$ cat config.mk
export PLATFORM = sky130hd
export DESIGN_NAME = lcc_cell
export DESIGN_NICKNAME = d
export VERILOG_FILES = /design/src/hdl/assert_macros.svh /design/src/hdl/lcc_pkg.sv /design/src/hdl/lcc_cell.sv
export SDC_FILE = /design/constraint.sdc
export NUM_CORES = 1
export LEC_CHECK = 0
export BUFFER_PORTS_ARGS = -buffer_cell sky130_fd_sc_hd__buf_2
export CAP_MARGIN = 15
export CORE_AREA = 5 5 370 372
export CTS_CLUSTER_SIZE = 30
export DETAILED_ROUTE_END_ITERATION = 6
export DIE_AREA = 0 0 375 377
export HOLD_SLACK_MARGIN = 0.02
export REMOVE_ABC_BUFFERS = 1
export SETUP_SLACK_MARGIN = 0.3
export SYNTH_ARGS = -nofsm -noshare
export SYNTH_HDL_FRONTEND = slang
export SYNTH_SLANG_ARGS = --single-unit
$ cat constraint.sdc
create_clock -name clock -period 9.6 [get_ports clock]
set_input_delay 0.48 -clock clock [delete_from_list [all_inputs] [get_ports clock]]
set_output_delay 0.48 -clock clock [all_outputs]
set_load 0.05 [all_outputs]
$ cat src/hdl/assert_macros.svh
// Assertion macros used by the cache top level.
`ifndef ASSERT_MACROS_SVH
`define ASSERT_MACROS_SVH

// Expression must hold at every rising clock edge outside reset.
`define ASSERT_ALWAYS(label, clk, rst, expr) \
   label: assert property (@(posedge clk) disable iff (rst) (expr)) \
      else $error("assertion failed");

// Same-cycle implication.
`define ASSERT_IMPLY(label, clk, rst, ante, cons) \
   label: assert property (@(posedge clk) disable iff (rst) (ante) |-> (cons)) \
      else $error("implication failed");

`endif

$ cat src/hdl/lcc_pkg.sv
// Types and constants for the LRU checksum cache.
`timescale 1ns / 1ps
package lcc_pkg;

   localparam int CONTAINER_W = 32;
   localparam int OBJECT_W    = 64;
   localparam int OFFSET_W    = 48;
   localparam int DATA_W      = 64;
   localparam int MODE_W      = 2;
   localparam int CAP_W       = 11;

   localparam logic [CAP_W-1:0] CAP_RESET = 11'd1024;

   // cells per reduction group
   localparam int GRP_SIZE = 32;

   localparam logic [MODE_W-1:0] MODE_LOOKUP = 2'd0;
   localparam logic [MODE_W-1:0] MODE_INSERT = 2'd1;
   localparam logic [MODE_W-1:0] MODE_INVAL  = 2'd2;

   typedef struct packed {
      logic [CONTAINER_W-1:0] container;
      logic [OBJECT_W-1:0]    object;
      logic [OFFSET_W-1:0]    offset;
   } key_type;

   typedef struct packed {
      key_type             key;
      logic [DATA_W-1:0]   checksum;
      logic [DATA_W-1:0]   sparse;
   } slot_type;

   typedef struct packed {
      logic take_prev;   // load from the newer neighbor (front input for cell 0)
      logic take_next;   // load from the older neighbor
      logic clear;       // drop this entry after the move
   } cell_ctrl_type;

endpackage

$ cat src/hdl/lcc_cell.sv
// One cache slot of the recency chain: entry storage, key compare and neighbor moves.
`timescale 1ns / 1ps
module lcc_cell (
   input  logic                  clock,
   input  logic                  reset,
   input  logic                  compare_en,
   input  lcc_pkg::key_type      cmp_key,
   input  lcc_pkg::cell_ctrl_type ctrl,
   input  logic                  prev_valid,
   input  lcc_pkg::slot_type     prev_slot,
   input  logic                  next_valid,
   input  lcc_pkg::slot_type     next_slot,
   output logic                  valid,
   output lcc_pkg::slot_type     slot,
   output logic                  match
);
   import lcc_pkg::*;

   logic     valid_ff, valid_in;
   slot_type slot_ff, slot_in;
   logic     match_ff, match_in;

   always_comb begin
      valid_in = valid_ff;
      slot_in  = slot_ff;
      if (ctrl.take_prev) begin
         valid_in = prev_valid;
         slot_in  = prev_slot;
      end else if (ctrl.take_next) begin
         valid_in = next_valid;
         slot_in  = next_slot;
      end
      if (ctrl.clear) begin
         valid_in = 1'b0;
      end
      match_in = match_ff;
      if (compare_en) begin
         match_in = valid_ff && (slot_ff.key == cmp_key);
      end
   end

   always_ff @(posedge clock) begin
      if (reset) begin
         valid_ff <= 1'b0;
         match_ff <= 1'b0;
      end else begin
         valid_ff <= valid_in;
         match_ff <= match_in;
      end
   end

   always_ff @(posedge clock) begin
      slot_ff <= slot_in;
   end

   assign valid = valid_ff;
   assign slot  = slot_ff;
   assign match = match_ff;

endmodule

Word-level counts from Yosys, hierarchy flattened
Cells that the tools add are included.
Storage, ports and cells
  bits in registers: 274
  latch bits: 0
  memory bits (writable): 0
  ROM bits: 0
  bits of input ports: 696
  output and inout port bits: 274
  word-level logic and storage cells: 15
  memories: 0
Operators by class
  add/subtract/negate cells: 0
  $mul: 0
  div/mod/pow operators: 0
  $lt $le $gt $ge: 0
  equality and inequality tests: 1
  shift operators: 0
  muxes and demuxes: 4
  bitwise operators: 0
  reduce and logical (&&, ||, !) cells: 3
Operator list (number)
  $mux 272: 2
  $eq 144x144->1: 1
  $mux 1: 2
  $reduce_bool 2->1: 1
  $reduce_or 2->1: 1
  $logic_and 1x1->1: 1

Longest topological paths before layout
  depth in word-level cells: 2
  gate-level depth with buffers: 6
  gate-level depth less buffers: 6

Worst setup path after synthesis
OpenSTA, ideal clock, no wires.
  kind: input-to-reg
  from: input ctrl[2] (netlist bit)
  to: register slot_ff (netlist bit slot[0]) (enable)
  library setup time: 0.521 ns
  arrival time: 4.633 ns
  required time: 9.079 ns
  slack: 4.446 ns
  stages on the path: 4
  path buffers: 3
  cells stage by stage: clkbuf_1 > clkbuf_1 > clkbuf_1 > or2_2
On the way
  word-level cells in the longest chain between the ends: 1
Ends and longest elaborated chain
  from (decl): RTL line lcc_cell.sv:8  | input lcc_pkg::cell_ctrl_type ctrl,
  $reduce_bool 2->1 (no line)
  to (signal assigned): RTL line lcc_cell.sv:53  | slot_ff <= slot_in;
  to (decl): RTL line lcc_cell.sv:20  | slot_type slot_ff, slot_in;
No other way between the ends.
A chain may end at the register's enable or synchronous reset.

Worst setup path in the final report
  from: input ctrl[2] (netlist bit)
  to: register slot_ff (netlist bit slot[198]) (enable)
The elaborated chain is that of the path after synthesis.

==> results.sh <==
export IMPL_grt_ovfl_total=0
export IMPL_htreeDepth=2
export IMPL_ys_types=37
export IMPL_core_mm2=0.133
export IMPL_p_per_area_mw_per_mm2=194
export IMPL_avgSynthCellArea_um2=15.6
export IMPL_worst_pin_slew_ns=1.06
export IMPL_skew_ns=0.0204
export IMPL_clk_pin_slew_worst_paths_ns=0.07
export IMPL_num_vias=12600
export IMPL_clock_latency_ns=0.59
export IMPL_arrival_ns=3.29
export IMPL_ant_nets=0
export IMPL_initial_core_util_pct=10.0
export IMPL_cts_root_buf="clkbuf_16"
export IMPL_cap_viol_max_count=0
export IMPL_dp_hpwl_mm=104
export IMPL_period_needed_ns=3.09
export IMPL_run_status="completed"
export IMPL_ir_drop_v=0.000143
export IMPL_rows=134
export IMPL_die_width_um=375
export IMPL_hold_path_class="in2reg"
export IMPL_placed_cells=3565
export IMPL_rsz0062_at_grt="false"
export IMPL_critPathRequiredTime_ns=9.80
export IMPL_drc_errors=0
export IMPL_max_slew_margin_rel_pct=29.4
export IMPL_numClockSinks=274
export IMPL_grt_usage_pct=15.6
export IMPL_fin_cells=3673
export IMPL_grt_pass1_vias=12500
export IMPL_critPathMaxFanout=76
export IMPL_layout_drive_gt1_share_pct=70.4
export IMPL_firstDrtPassIters=4
export IMPL_gp_congestion=0.914
export IMPL_synth_cells=851
export IMPL_ys_ff_latch=274
export IMPL_first_iter_violations=848
export IMPL_clock_path_buffers=3
export IMPL_numCtsBuffers=40
export IMPL_tns_ns=0
export IMPL_cts_resized=0
export IMPL_synth_mux_area_share_pct=23.1
export IMPL_synth_warning_count=0
export IMPL_ff2ff_setup_slack_ns=7.04
export IMPL_synth_async_sr_flop_share_pct=0
export IMPL_antenna_found_initial=158
export IMPL_fillers=14900
export IMPL_p_leak_nw=9.10
export IMPL_die_height_um=377
export IMPL_port_buffers=969
export IMPL_synth_area_mm2=0.0133
export IMPL_dpl_cell_area_mm2=0.0203
export IMPL_synth_compound_area_share_pct=3.74
export IMPL_routedWlPerCell_um=31.7
export IMPL_finalCritPeriodShare_pct=32.2
export IMPL_die_area_mm2=0.141
export IMPL_synth_simple_area_share_pct=3.66
export IMPL_startpoint_type="input port"
export IMPL_synth_top_family_by_area="multiplexers"
export IMPL_end_kind="flip-flop"
export IMPL_synth_xor_area_share_pct=5.27
export IMPL_synth_seq_area_share_pct=61.8
export IMPL_grt_pass1_wl_mm=141
export IMPL_rr_worst_depth=6
export IMPL_ys_flop_type="edfxtp_1"
export IMPL_cts_tree="yes"
export IMPL_areaGrowthSynthToFinish_pct=63.2
export IMPL_drv_slew=0
export IMPL_multi_input_area_mm2=0.00478
export IMPL_min_delay_path_depth=2
export IMPL_viasPerCell=3.42
export IMPL_fin_nets=2536
export IMPL_worstSetupPathType="in2reg"
export IMPL_synth_enable_flop_cells=272
export IMPL_ios=970
export IMPL_regArea_mm2=0.00821
export IMPL_design_area_mm2=0.0217
export IMPL_yosys_area_share_adder_pct=0
export IMPL_grt_start_max_net_pins=77
export IMPL_setup_violations=0
export IMPL_drt_wl_total_mm=116
export IMPL_fmax_mhz=323
export IMPL_hold_viol=0
## per-stage QoR
step                utilization (%)  total power [mW]  worst slack [ns]  hold WS (ns)
detailed placement             15.3              2.78              5.90         0.524
CTS                            16.2              4.32              6.52        0.0570
finish                         16.3              4.22              6.51         0.119
floorplan                         -              2.22              5.32         0.557
global route                   16.3              4.39              6.36        0.0920
global placement               15.3              2.78              5.96         0.556
## cell families after synthesis
| group | Yosys count |
|---|---|
| muxes | 273 |
| buffers and inverters | 87 |
| and+or+nand+nor | 80 |
| xor gates and xnor gates | 80 |
| DFF | 274 |
| AOI/OAI and AO/OA | 57 |
## where the power goes
group	internal (mW)	total (mW)	switching [mW]
clock network	0.865	1.48	0.620
registers	1.47	1.59	0.120
logic	0.320	1.14	0.819
## path summary, 6_finish.rpt
path              from         to
min              reset      valid
max            ctrl[2]  slot[198]
min reg2reg      match      match
max reg2reg  slot[262]      match
## cells in the mapped netlist, types with 2 or more instances
library cell,n,area (um2)
a2111o_1,5,56.3
a2111oi_2,2,30.0
a221oi_1,4,35.0
a22o_1,6,52.6
a22oi_1,2,15.0
and3_1,2,12.5
clkbuf_1,31,116
clkinv_1,4,15.0
dfxtp_1,2,40.0
edfxtp_1,272,8170
inv_1,49,184
inv_2,3,11.3
mux2_2,272,3060
nand2b_1,12,75.1
nand3_1,3,15.0
nand4_1,14,87.6
nor2_1,6,22.5
nor2b_1,16,100
nor3_1,2,10.0
nor4_1,20,125
o2111ai_1,4,35.0
o22ai_1,17,106
o2bb2ai_1,11,96.3
xnor2_1,37,324
xor2_1,43,377
## what timing repair did
item | 4_1_cts | 5_1_grt
endpoints found under the setup margin | 0 | 0
hold endpoints to repair | 1 | 0
setup buffers | 0 | 0
hold buffers | 1 | 0
## cells in the final DEF, fill, tap and decap left out, types with 8 or more instances in the layout
cell type and instances:
buf_2 968, mux2_2 272, edfxtp_1 272, inv_1 49, xor2_1 43, clkbuf_16 41
diode_2 37, xnor2_1 37, nor4_1 17, o22ai_1 17, nor2b_1 16, nand4_1 14
nand2b_1 12, clkinv_1 11, o2bb2ai_1 11, clkbuf_1 8, buf_4 8
## area by class of cell
class	count	share of cell area, %
inverters	56	0.969
flip-flops and latches	274	37.8
repair buffers	978	22.7
clock inverters	21	0.935
clock buffers	49	4.87
well taps	1768	10.2
diodes	37	0.427
multi-input cells	490	22.0
## per-layer routing
| metal | global-route usage (%) | wire length (um) |
|---|---|---|
| met4 | 3.18 | 3290 |
| met1 | 17.9 | 44100 |
| met2 | 25.7 | 53800 |
| met3 | 8.49 | 14600 |
| met5 | 0 | 565 |
## critical path, cell delays in order
cell	delay [ns]
buf_8	0.35
or2_4	0.60
buf_4	0.70
buf_4	0.87
## flip-flops by register name (all words and copies together), names as in the netlist
register / flops
match: 1
slot: 272
valid: 1
Power figures use the tool's default switching activity.
